<file path="src/rtl/big5_char_type_classifier_macros.svh">
// Assertion helpers for the Big5 character classifier.
`ifndef BIG5_CHAR_TYPE_CLASSIFIER_MACROS_SVH
`define BIG5_CHAR_TYPE_CLASSIFIER_MACROS_SVH

// Same-cycle implication, disabled while reset is high.
`define B5CC_ASSERT_NOW(lbl, ante, cons, msg) \
   lbl: assert property (@(posedge clock) disable iff (reset) (ante) |-> (cons)) \
      else $error(msg);

// Next-cycle implication, disabled while reset is high.
`define B5CC_ASSERT_NEXT(lbl, ante, cons, msg) \
   lbl: assert property (@(posedge clock) disable iff (reset) (ante) |=> (cons)) \
      else $error(msg);

`endif

</file>
<file path="src/rtl/b5cc_pkg.sv">
package b5cc_pkg;

   // Character classes, shared by prev_type and char_class
   localparam logic [2:0] CLS_OTHER  = 3'd0;
   localparam logic [2:0] CLS_LETTER = 3'd1;
   localparam logic [2:0] CLS_NUMBER = 3'd2;
   localparam logic [2:0] CLS_PUNCT  = 3'd3;
   localparam logic [2:0] CLS_SPACE  = 3'd4;
   localparam logic [2:0] CLS_DATE   = 3'd5;

   localparam logic [1:0] LEN_NUL  = 2'd0;
   localparam logic [1:0] LEN_BYTE = 2'd1;
   localparam logic [1:0] LEN_WIDE = 2'd2;

   // Big5 characters that take part in context rules
   localparam logic [15:0] CH_ZHI   = 16'ha4a7;
   localparam logic [15:0] CH_DIAN  = 16'hc249;
   localparam logic [15:0] CH_FEN   = 16'ha4c0;
   localparam logic [15:0] CH_DUO   = 16'ha668;
   localparam logic [15:0] CH_YU    = 16'ha745;
   localparam logic [15:0] CH_CHENG = 16'ha6a8;
   localparam logic [15:0] CH_BAN   = 16'ha562;

   localparam logic [7:0] ASC_DOT    = 8'h2e;
   localparam logic [7:0] ASC_COMMA  = 8'h2c;
   localparam logic [7:0] ASC_HYPHEN = 8'h2d;
   localparam logic [7:0] ASC_PCT    = 8'h25;

   localparam int NUM_NUMERALS = 19;
   localparam int NUM_DATES    = 7;

   localparam logic [15:0] NUMERAL_CODES [NUM_NUMERALS] = '{
      16'ha1b3, 16'ha144, 16'ha248,
      16'hb973, 16'ha440, 16'ha447, 16'ha454, 16'ha57c,
      16'ha4ad, 16'ha4bb, 16'ha443, 16'ha44b, 16'ha445,
      16'ha451, 16'ha6ca, 16'ha464, 16'hb855, 16'hbbf5,
      16'ha8e2
   };

   localparam logic [15:0] DATE_CODES [NUM_DATES] = '{
      16'ha67e, 16'ha4eb, 16'ha4e9, 16'haec9, 16'ha4c0, 16'haced, 16'hc249
   };

   typedef struct packed {
      logic [7:0] cur_lead;
      logic [7:0] cur_trail;
      logic       next_present;
      logic [7:0] next_lead;
      logic [7:0] next_trail;
      logic [2:0] prev_type;
   } req_type;

   typedef struct packed {
      logic [2:0] char_class;
      logic [1:0] byte_length;
   } rsp_type;

   function automatic logic is_letter(input logic [7:0] lead, input logic [7:0] trail);
      if (!lead[7]) begin
         return (lead >= 8'h41 && lead <= 8'h5a) || (lead >= 8'h61 && lead <= 8'h7a);
      end
      return (lead == 8'ha2 && trail >= 8'hcf && trail <= 8'hfe) ||
             (lead == 8'ha3 && trail >= 8'h40 && trail <= 8'h43);
   endfunction

   function automatic logic is_digit(input logic [7:0] lead, input logic [7:0] trail);
      logic hit;
      hit = 1'b0;
      for (int i = 0; i < NUM_NUMERALS; i++) begin
         if ({lead, trail} == NUMERAL_CODES[i]) hit = 1'b1;
      end
      if ((lead >= 8'h30 && lead <= 8'h39) || lead == ASC_PCT) begin
         return 1'b1;
      end
      if (!lead[7]) begin
         return 1'b0;
      end
      return (lead == 8'ha2 && trail >= 8'haf && trail <= 8'hb8) || hit;
   endfunction

   function automatic logic is_punct(input logic [7:0] lead, input logic [7:0] trail);
      if (lead == ASC_DOT || lead == ASC_COMMA) begin
         return 1'b0;
      end
      if (!lead[7]) begin
         return (lead >= 8'h21 && lead <= 8'h2f) || (lead >= 8'h3a && lead <= 8'h40) ||
                (lead >= 8'h5b && lead <= 8'h60) || (lead >= 8'h7b && lead <= 8'h7e);
      end
      if (lead == 8'ha1) begin
         return (trail >= 8'h41 && trail <= 8'h7e) || (trail >= 8'ha1 && trail <= 8'hb2) ||
                (trail >= 8'hb4 && trail <= 8'hfe);
      end
      if (lead == 8'ha2) begin
         return (trail >= 8'h40 && trail <= 8'h7e) || (trail >= 8'ha1 && trail <= 8'hae);
      end
      return 1'b0;
   endfunction

   function automatic logic is_space(input logic [7:0] lead, input logic [7:0] trail);
      if (!lead[7]) begin
         return lead == 8'h20 || (lead >= 8'h09 && lead <= 8'h0d);
      end
      return lead == 8'ha1 && trail == 8'h40;
   endfunction

   function automatic logic is_date(input logic [7:0] lead, input logic [7:0] trail);
      logic hit;
      hit = 1'b0;
      for (int i = 0; i < NUM_DATES; i++) begin
         if ({lead, trail} == DATE_CODES[i]) hit = 1'b1;
      end
      return lead[7] && hit;
   endfunction

   function automatic logic [1:0] char_len(input logic [7:0] lead);
      if (lead == 8'h00) begin
         return LEN_NUL;
      end
      return lead[7] ? LEN_WIDE : LEN_BYTE;
   endfunction

endpackage

</file>
<file path="src/rtl/big5_char_type_classifier.sv">
// Big5 / ASCII character classifier for a word segmentation front end.
//
// Request channel (req_*): one character per request - lead and trail
// byte, an optional following character and the class of the character
// before it. Response channel (rsp_*): the character's class (other,
// letter, number, punctuation, space, date) and its length in bytes.
// Both channels move a request on a clock edge with valid high and stall low.
//
// Path: a taken request lands in the input register, is classified
// combinationally from it, and moves on to the result register and rsp_*
// when that register is free. Throughput: one request per cycle unless a
// stall holds it back; the input and result registers form a two-deep
// pipeline: a new request is taken while the previous result waits on rsp_*.
// When rsp_stall is high with a result held, the result stays put; the
// input register can still fill once, after which req_stall rises in the
// same cycle (combinational from rsp_stall) until the result moves.
// Reset (synchronous, active high) empties both stages, dropping any
// request they hold; the block holds no other state.
`include "big5_char_type_classifier_macros.svh"

module big5_char_type_classifier (
   input  logic              clock,
   input  logic              reset,
   input  logic              req_valid,
   output logic              req_stall,
   input  b5cc_pkg::req_type req_data,
   output logic              rsp_valid,
   input  logic              rsp_stall,
   output b5cc_pkg::rsp_type rsp_data
);
   import b5cc_pkg::*;

   // stage 1: captured request
   logic    in_valid_ff, in_valid_in;
   req_type in_data_ff;
   // stage 2: result register
   logic    out_valid_ff, out_valid_in;
   rsp_type out_data_ff, out_data_in;

   logic out_move;   // result register may load this cycle
   logic in_take;    // input register may load this cycle

   assign out_move  = !out_valid_ff || !rsp_stall;
   assign req_stall = in_valid_ff && !out_move;
   assign in_take   = !req_stall;

   assign out_valid_in = out_move ? in_valid_ff : out_valid_ff;
   assign in_valid_in  = in_take ? req_valid : in_valid_ff;

   // Classification of the captured request
   logic [7:0]  lead, trail, nlead, ntrail;
   logic [15:0] code;
   logic        prev_num, prev_alnum, next_digit, next_alnum;
   logic        ctx_hit;
   logic [2:0]  ctx_class, cls;

   always_comb begin
      lead   = in_data_ff.cur_lead;
      trail  = in_data_ff.cur_trail;
      nlead  = in_data_ff.next_lead;
      ntrail = in_data_ff.next_trail;
      code   = {lead, trail};

      prev_num   = in_data_ff.prev_type == CLS_NUMBER;
      prev_alnum = prev_num || in_data_ff.prev_type == CLS_LETTER;
      next_digit = in_data_ff.next_present && is_digit(nlead, ntrail);
      next_alnum = in_data_ff.next_present &&
                   (is_letter(nlead, ntrail) || is_digit(nlead, ntrail));

      // Context rules; the Big5 constants all have a high lead byte, so a
      // 16-bit match already implies a double-byte character.
      ctx_hit   = 1'b0;
      ctx_class = CLS_OTHER;
      if (lead == ASC_DOT || lead == ASC_HYPHEN) begin
         ctx_hit   = 1'b1;
         ctx_class = (prev_alnum && next_alnum) ? CLS_LETTER : CLS_PUNCT;
      end else if (lead == ASC_COMMA) begin
         ctx_hit   = 1'b1;
         ctx_class = (prev_num && next_digit) ? CLS_LETTER : CLS_PUNCT;
      end else if (code == CH_ZHI || code == CH_DIAN || code == CH_CHENG ||
                   code == CH_BAN) begin
         ctx_hit   = prev_num && next_digit;
         ctx_class = CLS_NUMBER;
      end else if (code == CH_FEN) begin
         // "fen zhi" (fraction marker) reads as a number
         ctx_hit   = in_data_ff.next_present && {nlead, ntrail} == CH_ZHI;
         ctx_class = CLS_NUMBER;
      end else if (code == CH_DUO || code == CH_YU) begin
         ctx_hit   = prev_num;
         ctx_class = CLS_NUMBER;
      end

      // Fixed tables in priority order
      if (ctx_hit) begin
         cls = ctx_class;
      end else if (is_letter(lead, trail)) begin
         cls = CLS_LETTER;
      end else if (is_digit(lead, trail)) begin
         cls = CLS_NUMBER;
      end else if (is_punct(lead, trail)) begin
         cls = CLS_PUNCT;
      end else if (is_space(lead, trail)) begin
         cls = CLS_SPACE;
      end else if (is_date(lead, trail)) begin
         cls = prev_num ? CLS_DATE : CLS_OTHER;
      end else begin
         cls = CLS_OTHER;
      end

      out_data_in.char_class  = cls;
      out_data_in.byte_length = char_len(lead);
   end

   always_ff @(posedge clock) begin
      if (reset) begin
         in_valid_ff  <= 1'b0;
         out_valid_ff <= 1'b0;
      end else begin
         in_valid_ff  <= in_valid_in;
         out_valid_ff <= out_valid_in;
      end
      if (in_take) begin
         in_data_ff <= req_data;
      end
      if (out_move) begin
         out_data_ff <= out_data_in;
      end
   end

   assign rsp_valid = out_valid_ff;
   assign rsp_data  = out_data_ff;

   `B5CC_ASSERT_NEXT(a_take_fills, req_valid && !req_stall, in_valid_ff, "accepted request not captured")
   `B5CC_ASSERT_NOW(a_stall_only_full, req_stall, in_valid_ff && out_valid_ff, "stall without full pipeline")
   `B5CC_ASSERT_NEXT(a_move_fills, in_valid_ff && out_move, rsp_valid, "captured request did not reach result")
   `B5CC_ASSERT_NEXT(a_len_follows, in_valid_ff && out_move, rsp_data.byte_length == char_len($past(in_data_ff.cur_lead)), "length mismatch")
   `B5CC_ASSERT_NOW(a_nul_other, rsp_valid && rsp_data.byte_length == LEN_NUL, rsp_data.char_class == CLS_OTHER, "NUL not classed as other")

endmodule

</file>
<file path="config.mk">
export PLATFORM = sky130hd
export DESIGN_NAME = big5_char_type_classifier
export DESIGN_NICKNAME = d
export VERILOG_FILES = /design/src/rtl/b5cc_pkg.sv /design/src/rtl/big5_char_type_classifier.sv
export VERILOG_INCLUDE_DIRS = /design/src /design/src/rtl
export SDC_FILE = /design/constraint.sdc
export NUM_CORES = 1
export LEC_CHECK = 0
export ABC_AREA = 0
export BUFFER_PORTS_ARGS = -buffer_cell sky130_fd_sc_hd__buf_2
export CAP_MARGIN = 5
export CORE_UTILIZATION = 35
export CTS_CLUSTER_SIZE = 24
export DETAILED_ROUTE_END_ITERATION = 12
export GPL_TIMING_DRIVEN = 0
export PLACE_DENSITY = 0.56
export REMOVE_ABC_BUFFERS = 1
export SETUP_SLACK_MARGIN = 0.02
export SYNTH_ARGS = -nofsm -noshare
export SYNTH_HDL_FRONTEND = slang
export SYNTH_SLANG_ARGS = --single-unit
</file>
<file path="constraint.sdc">
create_clock -name clock -period 3.7 [get_ports clock]
set_clock_uncertainty 0.15 [all_clocks]
set_input_delay 0.185 -clock clock [delete_from_list [all_inputs] [get_ports clock]]
set_output_delay 0.185 -clock clock [all_outputs]
set_load 0.02 [all_outputs]
</file>
# [Word level (Yosys, flattened, before mapping)]
# Index checks and enable logic that the tools add are counted.
[totals] reg_bits=43 input_bits=40 out_inout_bits=7 wordCells=321
[classes] magnitude_cmp=40 n_eq_ne=65 mux=142 reduce_logical=64
[ops] op="$eq 16x16->1 const B" count=51
[ops] op="$mux 1" count=125
[ops] op="$le 8x7->1 const B" count=10
[ops] op="$ge 8x7->1 const B" count=9
[ops] op="$eq 8x6->1 const B" count=6
[ops] op="$ge 8x8->1 const B" count=6
[ops] op="$le 8x8->1 const B" count=6
[ops] op="$eq 8x8->1 const B" count=5
[ops] op="$logic_and 1x1->1" count=36
[ops] op="$ge 8x6->1 const B" count=4
[ops] op="$le 8x6->1 const B" count=3
[ops] op="$logic_or 1x1->1" count=24
[ops] op="$mux 3" count=7
[ops] op="$mux 2" count=10
[ops] op="$eq 8x7->1 const B" count=1
[ops] op="$ge 8x4->1 const B" count=1
[ops] op="$le 8x4->1 const B" count=1
[ops] op="$logic_not 8->1" count=1
[ops] op="$eq 3x1->1 const B" count=1
[ops] op="$eq 3x2->1 const B" count=1
[ops] op="$logic_not 1->1" count=3

# [Depth between registers and ports, before layout]
[depth] depth_word=86 depth_mapped=10 depth_no_buf=8

# [Worst setup path after synthesis]
# Ideal clock, no wire load.
[synth_timing] path_kind="register to register" startpoint="register in_data_ff (netlist bit ntrail[3])" endpoint="register out_data_ff (netlist bit rsp_data[3]) (data pin)" t_arrival_ns=2.095 t_required_ns=3.294 setup_slack_ns=1.199 stages_incl_launch_ff=10 path_buffers=1 path_cell_list="edfxtp_1 buf_6 or4_1 o41ai_1 a21oi_1 and2_4 a31oi_4 a21bo_1 and4_1 a2bb2oi_1"
[synth_between] elab_chain_len=29 elab_cells_between_ends=71
[synth_lines] element="from (decl)" line="big5_char_type_classifier.sv:35" text="req_type in_data_ff;"
[synth_lines] element="from (signal assigned)" line="big5_char_type_classifier.sv:123" text="in_data_ff <= req_data;"
[synth_lines] element="$eq 16x16->1" line="b5cc_pkg.sv:70" text="if ({lead, trail} == NUMERAL_CODES[i]) hit = 1'b1;"
[synth_lines] element="$mux 1 (19 in a row)" line="b5cc_pkg.sv:70"
[synth_lines] element="$logic_or 1x1->1" line="b5cc_pkg.sv:78" text="return (lead == 8'ha2 && trail >= 8'haf && trail <= 8'hb8) || hit;"
[synth_lines] element="$mux 1" line="b5cc_pkg.sv:78"
[synth_lines] element="$mux 1" line="b5cc_pkg.sv:75" text="if (!lead[7]) begin"
[synth_lines] element="$logic_and 1x1->1 / $logic_or 1x1->1 (equally long branches)" line="big5_char_type_classifier.sv:66, big5_char_type_classifier.sv:68"
[synth_lines] element="$logic_and 1x1->1, on equally long branches" line="big5_char_type_classifier.sv:79, big5_char_type_classifier.sv:82, big5_char_type_classifier.sv:67"
[synth_lines] element="$mux 2 (tied with other cells)" line="big5_char_type_classifier.sv:79" text="ctx_class = (prev_num && next_digit) ? CLS_LETTER : CLS_PUNCT;"
[synth_lines] element="$mux 2 (tied with other cells)" line="big5_char_type_classifier.sv:77" text="end else if (lead == ASC_COMMA) begin"
[synth_lines] element="$mux 2 / $mux 1 (equally long branches)" line="big5_char_type_classifier.sv:74" text="if (lead == ASC_DOT || lead == ASC_HYPHEN) begin"
[synth_lines] element="$mux 3 (*)" line="big5_char_type_classifier.sv:94" text="if (ctx_hit) begin"
[synth_lines] element="net cls[1]" line="big5_char_type_classifier.sv:55" text="logic [2:0] ctx_class, cls;"
[synth_lines] element="to (signal assigned)" line="big5_char_type_classifier.sv:126" text="out_data_ff <= out_data_in;"
[synth_lines] element="to (decl)" line="big5_char_type_classifier.sv:38" text="rsp_type out_data_ff, out_data_in;"
# Mark *: on every way through the listed nets, which the timed path passes. The rest lies on a longest branch.
# A chain may end at the register's enable or synchronous reset.

# [Worst setup path in the final report]
[layout_timing] startpoint="register in_data_ff (netlist bit lead[4])" endpoint="register out_data_ff (netlist bit rsp_data[2]) (data pin)"
[layout_between] elab_chain_len=30 elab_cells_between_ends=176
[layout_lines] element="$eq 16x16->1" line="b5cc_pkg.sv:70"
[layout_lines] element="$mux 1 (19 in a row)" line="b5cc_pkg.sv:70"
[layout_lines] element="$mux 1" line="big5_char_type_classifier.sv:96" text="end else if (is_letter(lead, trail)) begin"
[layout_lines] element="$mux 1" line="big5_char_type_classifier.sv:94"
[layout_lines] element="$logic_or 1x1->1" line="b5cc_pkg.sv:78"
[layout_lines] element="$mux 1" line="b5cc_pkg.sv:78"
[layout_lines] element="$mux 1" line="b5cc_pkg.sv:75"
[layout_lines] element="$mux 1" line="big5_char_type_classifier.sv:96"
[layout_lines] element="$mux 1" line="big5_char_type_classifier.sv:94"
[layout_lines] element="$mux 3" line="big5_char_type_classifier.sv:98" text="end else if (is_digit(lead, trail)) begin"
[layout_lines] element="$mux 3" line="big5_char_type_classifier.sv:96"
[layout_lines] element="$mux 3 (*)" line="big5_char_type_classifier.sv:94"
[layout_lines] element="net cls[0]" line="big5_char_type_classifier.sv:55"
# Mark *: on every way through the listed nets, which the timed path passes. The rest lies on a longest branch. The select of a mux whose other input is x is not followed.

==> summary.txt <==
Outcome
  – Status: complete, no violations

Synthesis
  – Yosys reg bits: 43
  – Post-synthesis compound-gate area fraction: 0.188
  – Synth Cell Area: ~3100 µm²
  – Yosys top cell area share: 0.394
  – Asr flop ratio synth: 0
  – Register area share after synthesis: 0.407
  – Mux share of post-synthesis cell area: 0.00961
  – Synth Area in Adders: 0
  – Synth unique cells: 67
  – Mapped Cells: between 300 and 400
  – Largest cells by area after synthesis: edfxtp_1 (39%), nor4_1 (3.0%), nand2_1 (2.9%)
  – Leading area contributor after synthesis: edfxtp_1
  – Post-synth EDFFs: 41
  – Largest family of logic cells by synthesized area: simple AND/OR/NAND/NOR gates
  – Post-Synth XOR/XNOR Area: 0.00841
  – Ys Warns: 0
  – Synth Area in Simple Gates: 0.325
  – Top_reg_cell synth: edfxtp_1
  – Avg Cell Area, Syn: between 9 and 10 µm²

Final layout
  – Share of cells above drive strength 1: 0.176
  – Most common cell after layout, fill and taps aside: buf_2
  – Ant. Diodes: 0
  – Layout Area Growth over Synthesis: 22.9%
  – Layout Nets: approximately 440
  – Storage element area: 1270 µm²
  – Area taken by multi-input logic gates: 1660 µm²
  – Final core occ: 0.443
  – Fillers: 870
  – Most frequent cells in the layout: buf_2 (46), edfxtp_1 (41), dlygate4sd3_1 (39)

Floorplanning
  – Die Y: 96.5 µm
  – Initial Util: 0.360
  – DIE AREA: approximately 9300 µm²
  – FP Rows: 34
  – IO Pins: 47
  – Core area: 8680 µm²
  – Horiz. Die Dim: 96.5 µm

Critical path
  – Critical path's slowest cell: nor4bb_1
  – Cell Chain, Critical Path: nor4bb_1 -> clkdlybuf4s18_2 -> and3_1 -> nand2b_1 -> a211oi_1 -> o211ai_1 -> nand4b_1 -> o21ai_0 -> a21o_1
  – WP data arrival: slightly above 3 ns
  – CP Launch Type: flip-flop
  – Crit path kind: reg -> reg
  – Top delay family on crit path: simple AND/OR/NAND/NOR gates
  – Crit path max fanout: 13
  – CP Capture Type: flip-flop
  – CP peak stage delay: 0.67 ns
  – CP Data Required Time: 3.61 ns
  – Crit path buf inv count: 1

Global routing
  – Global Route Usage Sum: 0.182
  – Vias in the first global route: 2664
  – Pin count of the biggest net entering global routing: 39
  – Initial antenna violation count: 0
  – First-pass GRT wire length: 13.2 mm
  – Grt ovf: 0

Pwr
  – Power Density: 292 nW/µm²
  – P_leak: about 1.4 nW
  – Total power: 0.00112 W
  – Maximum vdd drop: 208 µV

Clocking
  – Max Root-Sink Buffers: 2
  – Clk pin slew, worst setup/hold paths: 0.09 ns
  – # resized after CTS: 0
  – Root Driver: clkbuf_8
  – Clk_lat worst skew: 0.30 ns
  – Number of setup buffers added after CTS: 0
  – CTS tree: done
  – H-tree depth: 2
  – Hold buffer count at cts: 39
  – Number of buffers created by CTS: 5
  – Sink Count: 43

Timing
  – Worst-Margin Slew: roughly 0.97 ns
  – Slew Viols, Final: 0
  – FMAX: 315 MHz
  – Setup TNS after final layout: 0 ns
  – Final Hold Fails: 0
  – Tmin final: approximately 3.2 ns
  – Setup violators final: 0
  – RSZ-0062 raised after global routing: false
  – Worst rel slew slack: 0.345
  – Fin crit share: 0.859

Routing
  – Avg WL per Cell: between 15 and 20 µm
  – Post-DR vias/cell: 5.86
  – Remaining DRCs: 0
  – DRT antenna net count: 0
  – DR pass1 iterations: 5
  – DR iter-0 viols: 259
  – WL final: 8.23 mm
  – Total number of vias: about 3000

Run
  – Max_cap viols: 0

Worst hold path
  – Hold WC Path Type: reg -> reg

Placed design
  – Gp weighted congestion: between 0.9 and 1
  – # port buffers: 46
  – HPWL after DPL: 5.31 mm
-- stage by stage --
step | cell area (µm²) | cells | hold slack (ns) | setup WS (ns)
2_1_floorplan | 2970 | 303 | 0.104 | 0.949
3_3_place_gp | 3340 | 457 | 0.207 | 0.00644
3_5_place_dp | 3350 | 458 | 0.213 | 0.582
4_1_cts | 3840 | 505 | 0.358 | 0.565
5_1_grt | 3840 | 505 | 0.406 | 0.302
6_report | 3840 | 505 | 0.367 | 0.523
-- cell usage after synthesis, types with 8 or more instances --
cell type / number
nor2_1: 19
inv_1: 11
o21ai_0: 8
nor4_1: 15
nand4_1: 12
nand2b_1: 12
nand3_1: 13
edfxtp_1: 41
buf_2: 11
clkbuf_1: 17
nand2_1: 24
a21oi_1: 16
-- per-layer routing --
metal,vias to the layer above,share of wire,GRT usage
li1,1440,-,-
met1,1411,0.48,0.271
met2,101,0.46,0.277
met3,8,0.052,0.0305
met4,0,0.010,0.0355
met5,-,0,0
-- final timing paths --
path         cells past startpoint  slack (ns)   startpoint          end
min reg2reg                      2        0.37  in_valid_ff    rsp_valid
max reg2reg                      9        0.52      lead[4]  rsp_data[2]
max                              9        0.52      lead[4]  rsp_data[2]
min                              2        0.37  in_valid_ff    rsp_valid
-- area by class of cell --
class                           count  share of cell area
Inverter                           11              0.0107
Timing Repair Buffer               86               0.164
Clock buffer                        6              0.0215
Multi-Input combinational cell    249               0.433
Clock inverter                      2             0.00423
Tap cell                          108              0.0352
Sequential cell                    43               0.331
-- tightest hold or removal path: cells and delay by family (launching register included) --
kind / cells / cell delay (ns)
AO/OA/AOI/OAI: 1 / 0.05
flip-flops: 1 / 0.35
AND/OR/NAND/NOR: 1 / 0.08
-- registers in the layout, summed over array words and instances, names as in the netlist --
register and count:
rsp_data 5, trail 8, rsp_valid 1, lead 8
nlead 8, in_valid_ff 1, ntrail 8, in_data_ff 4
-- cell families (layout without fill, tap and decap cells) --
kind of cell,after synthesis,in the layout
buffers and inverters,42,105
xor gates and xnor gates,3,3
AOI/OAI and AO/OA,80,80
DFF,43,43
muxes,3,3
and+or+nand+nor,163,163
-- power by group --
part / internal (W) / total, W / switching [W]
logic: 0.0000930 / 0.000167 / 0.0000742
registers: 0.000565 / 0.000631 / 0.0000661
clock network: 0.000153 / 0.000325 / 0.000172
Power figures use the tool's default switching activity.
